$ cat src/rtl/nclg_pkg.sv
// ----------------------------------------------------------------------------
// nclg_pkg
// Types, register addresses and constants shared by the noise channel.
// ----------------------------------------------------------------------------
package nclg_pkg;

  typedef enum logic [2:0] {
    CMD_WRITE    = 3'd0,
    CMD_READ     = 3'd1,
    CMD_FREQ     = 3'd2,
    CMD_LENGTH   = 3'd3,
    CMD_ENVELOPE = 3'd4
  } nclg_cmd_e;

  localparam logic [7:0] ADDR_NR41 = 8'h20;
  localparam logic [7:0] ADDR_NR42 = 8'h21;
  localparam logic [7:0] ADDR_NR43 = 8'h22;
  localparam logic [7:0] ADDR_NR44 = 8'h23;

  localparam logic [14:0] LFSR_FULL    = 15'h7FFF;
  localparam logic [6:0]  LENGTH_FULL  = 7'd64;
  localparam logic [7:0]  DAC_MASK     = 8'hF8;
  localparam logic [3:0]  ENV_RELOAD   = 4'd8;
  localparam logic [3:0]  VOLUME_MAX   = 4'd15;

  typedef struct packed {
    logic [5:0]  length_reg;
    logic [7:0]  envelope_reg;
    logic [7:0]  poly_reg;
    logic [1:0]  control_reg;
    logic [6:0]  length_count;
    logic [22:0] period_timer;
    logic [3:0]  envelope_timer;
    logic        envelope_active;
    logic [3:0]  volume;
    logic [14:0] shift_reg;
    logic        channel_on;
    logic        dac_on;
    logic [3:0]  out_level;
  } nclg_state_t;

  typedef struct packed {
    logic [7:0] read_data;
    logic [3:0] sample;
    logic       running;
  } nclg_result_t;

  function automatic logic [6:0] divisor(input logic [2:0] code);
    logic [6:0] d;
    case (code)
      3'd0:    d = 7'd8;
      3'd1:    d = 7'd16;
      3'd2:    d = 7'd32;
      3'd3:    d = 7'd48;
      3'd4:    d = 7'd64;
      3'd5:    d = 7'd80;
      3'd6:    d = 7'd96;
      default: d = 7'd112;
    endcase
    return d;
  endfunction

  function automatic logic [22:0] period_value(input logic [7:0] poly);
    logic [22:0] base;
    base = {16'd0, divisor(poly[2:0])};
    return base << poly[7:4];
  endfunction

endpackage

$ cat src/rtl/nclg_core.sv
// ----------------------------------------------------------------------------
// nclg_core
// Channel state and the single-step update for one command beat.
// ----------------------------------------------------------------------------
module nclg_core (
  input  logic                  clk_i,
  input  logic                  rst_ni,
  input  logic                  en_i,
  input  logic [2:0]            cmd_i,
  input  logic [7:0]            addr_i,
  input  logic [7:0]            wdata_i,
  output nclg_pkg::nclg_result_t result_o
);

  nclg_pkg::nclg_state_t state_q, state_d;
  logic [7:0] rd;
  logic       fb;
  logic [2:0] per;

  always_comb begin
    state_d = state_q;
    rd      = 8'd0;
    fb      = state_q.shift_reg[0] ^ state_q.shift_reg[1];
    per     = state_q.envelope_reg[2:0];
    unique case (cmd_i)
      nclg_pkg::CMD_WRITE: begin
        case (addr_i)
          nclg_pkg::ADDR_NR41: begin
            state_d.length_reg   = wdata_i[5:0];
            state_d.length_count = nclg_pkg::LENGTH_FULL - {1'b0, wdata_i[5:0]};
          end
          nclg_pkg::ADDR_NR42: begin
            state_d.dac_on       = (wdata_i & nclg_pkg::DAC_MASK) != 8'd0;
            state_d.envelope_reg = wdata_i;
          end
          nclg_pkg::ADDR_NR43: begin
            state_d.poly_reg = wdata_i;
          end
          nclg_pkg::ADDR_NR44: begin
            state_d.control_reg = wdata_i[7:6];
            if (wdata_i[6] || wdata_i[7]) begin
              state_d.channel_on = 1'b1;
              if (state_q.length_count == 7'd0) begin
                state_d.length_count = nclg_pkg::LENGTH_FULL;
              end
            end
            if (wdata_i[7]) begin
              state_d.period_timer    = nclg_pkg::period_value(state_q.poly_reg);
              state_d.envelope_timer  = {1'b0, state_q.envelope_reg[2:0]};
              state_d.envelope_active = 1'b1;
              state_d.volume          = state_q.envelope_reg[7:4];
              state_d.shift_reg       = nclg_pkg::LFSR_FULL;
            end
          end
          default: ;
        endcase
      end
      nclg_pkg::CMD_READ: begin
        case (addr_i)
          nclg_pkg::ADDR_NR41: rd = {2'b00, state_q.length_reg};
          nclg_pkg::ADDR_NR42: rd = state_q.envelope_reg;
          nclg_pkg::ADDR_NR43: rd = state_q.poly_reg;
          nclg_pkg::ADDR_NR44: rd = {state_q.control_reg, 6'd0};
          default:             rd = 8'd0;
        endcase
      end
      nclg_pkg::CMD_FREQ: begin
        if (state_q.period_timer > 23'd1) begin
          state_d.period_timer = state_q.period_timer - 23'd1;
        end else begin
          state_d.period_timer = nclg_pkg::period_value(state_q.poly_reg);
          state_d.shift_reg    = {fb, state_q.shift_reg[14:1]};
          if (state_q.poly_reg[3]) begin
            state_d.shift_reg[6] = fb;
          end
          state_d.out_level = (state_q.channel_on && state_q.dac_on &&
                               !state_d.shift_reg[0]) ? state_q.volume : 4'd0;
        end
      end
      nclg_pkg::CMD_LENGTH: begin
        if (state_q.length_count != 7'd0 && state_q.control_reg[0]) begin
          state_d.length_count = state_q.length_count - 7'd1;
          if (state_q.length_count == 7'd1) begin
            state_d.channel_on = 1'b0;
          end
        end
      end
      nclg_pkg::CMD_ENVELOPE: begin
        if (state_q.envelope_timer > 4'd1) begin
          state_d.envelope_timer = state_q.envelope_timer - 4'd1;
        end else begin
          state_d.envelope_timer = (per == 3'd0) ? nclg_pkg::ENV_RELOAD : {1'b0, per};
          if (state_q.envelope_active && per != 3'd0) begin
            if (state_q.envelope_reg[3] && state_q.volume < nclg_pkg::VOLUME_MAX) begin
              state_d.volume = state_q.volume + 4'd1;
            end else if (!state_q.envelope_reg[3] && state_q.volume != 4'd0) begin
              state_d.volume = state_q.volume - 4'd1;
            end
          end
          if (state_d.volume == 4'd0 || state_d.volume == nclg_pkg::VOLUME_MAX) begin
            state_d.envelope_active = 1'b0;
          end
        end
      end
      default: ;
    endcase
  end

  always_ff @(posedge clk_i or negedge rst_ni) begin
    if (!rst_ni) begin
      state_q <= '0;
    end else if (en_i) begin
      state_q <= state_d;
    end
  end

  assign result_o.read_data = rd;
  assign result_o.sample    = state_d.out_level;
  assign result_o.running   = state_d.channel_on & state_d.dac_on;

endmodule

$ cat src/rtl/noise_channel_lfsr_generator.sv
// ----------------------------------------------------------------------------
// noise_channel_lfsr_generator
// Sound-chip noise channel: register port, length counter, envelope and LFSR.
// ----------------------------------------------------------------------------
// Channel   Direction  Content
// s_axis    in         tuser: command; tdata: address, write_data
// m_axis    out        tdata: read_data, sample, running
//
// One beat is taken every cycle while m_axis is not stalled; each beat gives one
// result beat, passing through the input register and then the result register
// around a single state-update step. Reset clears all channel state to zero.
// A stall on m_axis holds the result register, and s_axis keeps taking beats
// until the input register is also full.
// ----------------------------------------------------------------------------
module noise_channel_lfsr_generator (
  input  logic        clk_i,
  input  logic        rst_ni,
  input  logic        s_axis_tvalid,
  output logic        s_axis_tready,
  input  logic [15:0] s_axis_tdata,  // [7:0] address, [15:8] write_data
  input  logic [2:0]  s_axis_tuser,  // [2:0] command
  output logic        m_axis_tvalid,
  input  logic        m_axis_tready,
  output logic [15:0] m_axis_tdata   // [7:0] read_data, [11:8] sample, [12] running
);

  logic        in_valid_q;
  logic [2:0]  cmd_q;
  logic [7:0]  addr_q;
  logic [7:0]  wdata_q;
  logic        out_valid_q;
  nclg_pkg::nclg_result_t res_q;
  nclg_pkg::nclg_result_t res;
  logic        exec;

  assign exec          = in_valid_q && (!out_valid_q || m_axis_tready);
  assign s_axis_tready = !in_valid_q || exec;

  always_ff @(posedge clk_i or negedge rst_ni) begin
    if (!rst_ni) begin
      in_valid_q  <= 1'b0;
      out_valid_q <= 1'b0;
    end else begin
      if (s_axis_tready) begin
        in_valid_q <= s_axis_tvalid;
      end
      if (exec) begin
        out_valid_q <= 1'b1;
      end else if (m_axis_tready) begin
        out_valid_q <= 1'b0;
      end
    end
  end

  always_ff @(posedge clk_i) begin
    if (s_axis_tready && s_axis_tvalid) begin
      cmd_q   <= s_axis_tuser;
      addr_q  <= s_axis_tdata[7:0];
      wdata_q <= s_axis_tdata[15:8];
    end
    if (exec) begin
      res_q <= res;
    end
  end

  nclg_core u_core (
    .clk_i    (clk_i),
    .rst_ni   (rst_ni),
    .en_i     (exec),
    .cmd_i    (cmd_q),
    .addr_i   (addr_q),
    .wdata_i  (wdata_q),
    .result_o (res)
  );

  assign m_axis_tvalid = out_valid_q;
  assign m_axis_tdata  = {3'b000, res_q.running, res_q.sample, res_q.read_data};

endmodule

$ cat config.mk
export PLATFORM = sky130hd
export DESIGN_NAME = noise_channel_lfsr_generator
export DESIGN_NICKNAME = d
export VERILOG_FILES = /design/src/rtl/nclg_pkg.sv /design/src/rtl/nclg_core.sv /design/src/rtl/noise_channel_lfsr_generator.sv
export SDC_FILE = /design/constraint.sdc
export NUM_CORES = 1
export LEC_CHECK = 0
export BUFFER_PORTS_ARGS = -buffer_cell sky130_fd_sc_hd__buf_2
export CAP_MARGIN = 20
export CELL_PAD_IN_SITES_DETAIL_PLACEMENT = 2
export CELL_PAD_IN_SITES_GLOBAL_PLACEMENT = 2
export CORE_AREA = 2 2 124 126
export CTS_BUF_LIST = sky130_fd_sc_hd__clkbuf_8
export CTS_CLUSTER_SIZE = 25
export DETAILED_ROUTE_END_ITERATION = 8
export DIE_AREA = 0 0 126 128
export PLACE_DENSITY = 0.95
export SYNTH_ARGS = -nofsm -noshare
export SYNTH_HDL_FRONTEND = slang
export SYNTH_HIERARCHICAL = 1
export SYNTH_SLANG_ARGS = --single-unit
$ cat constraint.sdc
create_clock -name clk_i -period 5 [get_ports clk_i]
set_clock_uncertainty 0.2 [all_clocks]
set_input_delay 0.25 -clock clk_i [delete_from_list [all_inputs] [get_ports clk_i]]
set_output_delay 0.25 -clock clk_i [all_outputs]
set_load 0.02 [all_outputs]
* Word-level counts from Yosys, hierarchy flattened
Cells that the tools add are included.
Word-level totals: memories kept 0, input port bits 23, latch bits 0, register bits 118, output and inout port bits 18, bits in writable memories 0, memory bits (read-only) 0, word-level logic and storage cells 138
Cells by class: add/subtract/negate cells 6, divide/modulo/power cells 0, magnitude comparators 3, reductions and logical operators 39, bitwise operators 2, shifts and indexed selects 2, mux-type cells 40, equal/unequal tests 25, $mul 0
Operator list (count):
- 7-bit 2-to-1 mux | 8
- 7-bit one-hot mux with 7 select lines | 1
- 48-bit 2-to-1 mux | 1
- 47-bit 2-to-1 mux | 1
- 23-bit one-hot mux with 2 select lines | 1
- 7-bit by 4-bit << shifter with 23-bit output | 2
- 4-bit 2-to-1 mux | 10
- 8-bit by 6-bit equality test with 1-bit output, second input constant | 4
- 8-bit one-hot mux with 4 select lines | 1
- 15-bit one-hot mux with 2 select lines | 1
- 7-bit one-hot mux with 2 select lines | 2
- 23-bit by 1-bit greater-than comparator with 1-bit output, second input constant | 1
- 23-bit 2-to-1 mux | 1
- 23-bit by 1-bit subtractor with 23-bit output, second input constant | 1
- 9-bit one-hot mux with 2 select lines | 1
- 15-bit 2-to-1 mux | 1
- 3-bit by 2-bit equality test with 1-bit output, second input constant | 4
- 3-bit equality test, second input constant | 4
- 3-bit AND reduction | 4
- 6-bit AND reduction | 2
- 5-bit AND reduction | 2
- 3-bit logical NOT | 3
- 1-bit 2-to-1 mux | 9
- 1-bit logical AND | 8
- 27 further kinds | 44

* Longest topological paths before layout
depth after elaboration 12, depth in mapped cells 10, gate-level depth less buffers 8

* Cells and area by module
The synthesis kept the hierarchy.
Modules (own cells, without submodules):
- nclg_core | times used 1, cells an instance 625, seq. area each 2102.0 µm², area each 5326.4 µm²
- noise_channel_lfsr_generator | times used 1, cells an instance 44, seq. area each 1011.0 µm², area each 1091.0 µm²

* Worst setup path before layout
Ideal clock, no wire load.
path kind register -> register, start reg out_valid_q (netlist: m_axis_tvalid), end reg u_core/state_q[78] in the netlist's numbering, library setup time 0.125 ns, data required time 4.675 ns, data arrival time 2.412 ns, buffers on the path 1, stages on the path, launching flop included 7, slack 2.264 ns, clock period less this slack 2.736 ns, cells stage by stage dfrtp_1 -> nand2b_1 -> and2_1 -> clkbuf_1 -> nand2_1 -> nor4_1 -> mux2_2
On the way: cells in the longest elaborated chain, start to end 4
Ends and longest elaborated chain:
- from (decl) | RTL line noise_channel_lfsr_generator.sv:31 | logic out_valid_q;
- from (signal assigned) | RTL line noise_channel_lfsr_generator.sv:42 | out_valid_q <= 1'b0;
- from (signal assigned) | RTL line noise_channel_lfsr_generator.sv:48 | out_valid_q <= 1'b1;
- from (signal assigned) | RTL line noise_channel_lfsr_generator.sv:50 | out_valid_q <= 1'b0;
- 1-bit logical NOT | RTL line noise_channel_lfsr_generator.sv:36 | assign exec = in_valid_q && (!out_valid_q || m_axis_tready);
- 1-bit logical OR | RTL line noise_channel_lfsr_generator.sv:36
- 1-bit logical AND | RTL line noise_channel_lfsr_generator.sv:36
- via exec | RTL line noise_channel_lfsr_generator.sv:34 | logic exec;
- 3-bit AND reduction (no source line)
- to (signal assigned) | RTL line nclg_core.sv:113 | state_q <= state_d;
- to (decl) | RTL line nclg_core.sv:15 | nclg_pkg::nclg_state_t state_q, state_d;
The timed path passes the listed nets, and every way through them passes these cells. A chain may end at the register's enable or synchronous reset.

* Final worst setup path
start reg addr_q[3], end reg u_core/state_q[14] in the netlist's numbering
On the way: cells in the longest elaborated chain, start to end 3
Ends and longest elaborated chain:
- from (decl) | RTL line noise_channel_lfsr_generator.sv:29 | logic [7:0] addr_q;
- from (signal assigned) | RTL line noise_channel_lfsr_generator.sv:58 | addr_q <= s_axis_tdata[7:0];
- 8-bit by 6-bit equality test with 1-bit output | RTL line nclg_core.sv:27 | case (addr_i)
- 2-bit != test (no source line)
- 5-bit AND reduction (no source line)
No other way between the ends.

==> results_dict.tcl <==
set metrics [dict create \
    cts_tree "done" \
    cts_sinks 118 \
    rows 45 \
    finalHoldWorstSlack_ps 107.1 \
    dr.pass1.iters 5 \
    status "completed" \
    clockBufferDepth 2 \
    r2r_cells 5 \
    track_usage_pct 32.92 \
    crit_type "reg -> reg" \
    crit_cells 5 \
    ys_ff_latch 118 \
    grt_max_degree 85 \
    initial_utilization_pct 43.17 \
    r2r_setup_slack_ps 1170 \
    fin_nets 750 \
    synth_cell_types 75 \
    die_area_sq_mm 0.01613 \
    synth.avg_cell_area_sq_um 9.593 \
    wirelength_um 26990 \
    required_ps 5130 \
    clock_latency_ps 480 \
    async_flop_share_pct 72.88 \
    yosysWarnings 6 \
    finalSetupViolations 0 \
    ir_drop_uv 158.7 \
    crit_family "simple AND/OR/NAND/NOR gates" \
    cpPeakStageDelay_ps 710 \
    clk_pin_slew_ps 80 \
    tightest_slew_ps 1035 \
    grt_pass1_wl_um 40300 \
    hold_path.class "in -> async" \
    cts_root_buf "clkbuf_8" \
    antenna_found_initial 0 \
    synthCells 669 \
    power_uw 2791 \
    crit_path_max_fanout 33 \
    slew_violations 0 \
    via_per_inst 6.656 \
    ant_nets 0 \
    final_layout_size_suffix_gt1_share_pct 16.14 \
    place_hpwl_um 14870 \
    cts_setup_buffers 0 \
    core_sq_mm 0.01486 \
    numCtsBuffers 17 \
    diodes 0 \
    die_h_um 128 \
    post_cts_resized 0 \
    synth_seq_area_share_pct 48.51 \
    post-route-min-period_ps 3834 \
    hold_viol_final 0 \
    leakage_uw 0.003093 \
    power.density_mw_per_mm2 378.7 \
    ios 41 \
    grt_setup_unrepaired "false" \
    cp.arrival_ps 3960 \
    drtIter0Drc 512 \
    first_global_vias 6577 \
    cp_slowest_cell "nand2_1" \
    wl_per_cell_um 29.37 \
    synthFlopType "dfrtp_1" \
    htreeDepth 4 \
    max_freq_mhz 260.8 \
    crit_buf_inv 0 \
    fin_crit_sh_pct 76.68 \
    cp_cell_sequence "nor4b_1 -> and3_1 -> a31o_2 -> nand2_1 -> o21ai_0" \
    dr_total_vias 6117 \
    gp_congestion 0.8728 \
    fillers 1550 \
    end_kind "flop" \
    drcViolationCount 0 \
    area_growth_pct 14.84 \
    drv_cap 0 \
    io_buffer_count 37 \
    relSlewSlack_pct 30.83 \
    synth-edff-count 32 \
    die_w_um 126 \
    start_kind "flop" \
    finalSetupTns_ps 0 \
    gr-total-overflow 0 \
    netlist_area_sq_mm 0.006417 \
]
==> cell usage in the layout (no fill, tap or decap), drive strengths merged, types with 4 or more instances in the layout <==
cell type | netlist | layout
nor2b | 4 | 4
o41ai | 4 | 4
nand2 | 68 | 68
a31o | 5 | 5
or4 | 5 | 5
o22ai | 5 | 5
xnor2 | 4 | 4
or3 | 9 | 9
bufinv | 0 | 5
dlygate4sd3 | 0 | 24
a31oi | 13 | 13
mux2 | 27 | 27
dfrtp | 86 | 86
buf | 11 | 44
clkinv | 0 | 7
and3 | 7 | 7
ha | 9 | 9
nor2 | 54 | 54
and2 | 6 | 6
nor4 | 12 | 12
inv | 17 | 19
nand2b | 12 | 12
o21ai | 65 | 65
edfxtp | 32 | 32
a211oi | 4 | 4
clkbuf | 30 | 19
nor3b | 6 | 6
mux2i | 11 | 11
nand3 | 16 | 16
nor3 | 26 | 26
nand4 | 9 | 9
a21oi | 60 | 60
==> flip-flops by register name, indices dropped and copies added, names as in the netlist <==
signal          count
u_core/state_q     81
m_axis_tdata       13
addr_q              8
wdata_q             8
cmd_q               3
u_core/per          3
in_valid_q          1
m_axis_tvalid       1
==> repair_timing <==
item / in CTS / in global routing
hold buffers: 24 / 0
hold endpoints to repair: 107 / 0
setup endpoints to repair: 0 / 0
==> layer usage <==
layer  vias up  track usage [%]  wire length (um)
li1       2545                -                 -
met1      3111            40.10             10510
met2       350            56.77             13560
met3       111            5.676              1695
met4         0            16.10              1223
met5         -                0                 0
==> where the power goes <==
group / internal [uW] / switching [uW] / leakage [uW]
Clock: 594 / 437 / 0.000231
Combinational: 193 / 385 / 0.00140
Sequential: 1060 / 119 / 0.00146
==> final cells by class <==
cell class / count / area [sq um] / area share (%)
repair buffers: 69 / 503.0 / 6.825
inverters: 17 / 63.81 / 0.8659
multi-input cells: 495 / 3018 / 40.95
flip-flops and latches: 118 / 3113 / 42.24
well taps: 188 / 235.2 / 3.192
clock inverters: 14 / 188.9 / 2.564
clock buffers: 18 / 247.7 / 3.362
==> cell usage after synthesis, drive strengths merged (4+ instances only) <==
cell type  number  share of area [%]
xnor2           4               0.55
inv            17               0.99
ha              9                1.8
a31o            5               0.68
edfxtp         32                 15
nand4           9               0.88
nand2b         12                1.3
o22ai           5               0.49
dfrtp          86                 34
nand3          16                1.2
clkbuf         30                2.4
and2            6               0.62
or4             5               0.70
nor3b           6               0.70
or3             9               0.90
mux2i          11                1.7
nor3           26                2.0
and3            7               0.68
o41ai           4               0.66
nor2           54                3.2
nor4           12                1.3
mux2           27                4.7
buf            11                1.2
nor2b           4               0.39
a21oi          60                4.7
nand2          68                4.0
o21ai          65                5.1
a31oi          13                1.3
a211oi          4               0.47
==> worst paths after layout <==
path | end | startpoint
max | u_core/state_q[14] | addr_q[3]
min | u_core/state_q[60] | rst_ni
max reg2reg | u_core/state_q[14] | addr_q[3]
min reg2reg | u_core/state_q[16] | u_core/state_q[16]
max in group asynchronous | u_core/state_q[30] | rst_ni
min in group clk_i | u_core/state_q[16] | u_core/state_q[16]
==> stage by stage <==
| step | cells | setup WS (ps) | area, sq um | util, % |
|---|---|---|---|---|
| after floorplan | 671 | 2264 | 6425 | - |
| final | 919 | 1166 | 7370 | 49.58 |
| after global routing | 919 | 933.1 | 7370 | 49.58 |
| after global placement | 860 | 1834 | 6655 | 44.77 |
| after detailed placement | 860 | 1402 | 6655 | 44.77 |
| after CTS | 916 | 1320 | 7332 | 49.33 |
==> worst min-delay path, cell delays in order <==
cell,delay (ps)
dlygate4sd3_1,530
buf_4,100
buf_4,290
==> kinds of logic after synthesis <==
kind of cell               after synthesis  share of synthesized area [%]
AOI/OAI and AO/OA                      196                          18.68
DFF                                    118                          48.51
xor gates and xnor gates                 6                         0.8189
and+or+nand+nor                        243                          19.15
muxes                                   38                          6.454
other                                    1                        0.05843
adders and majority gates                9                          1.755
buffers and inverters                   58                          4.582
No activity file was read; power rests on OpenSTA's default activity.
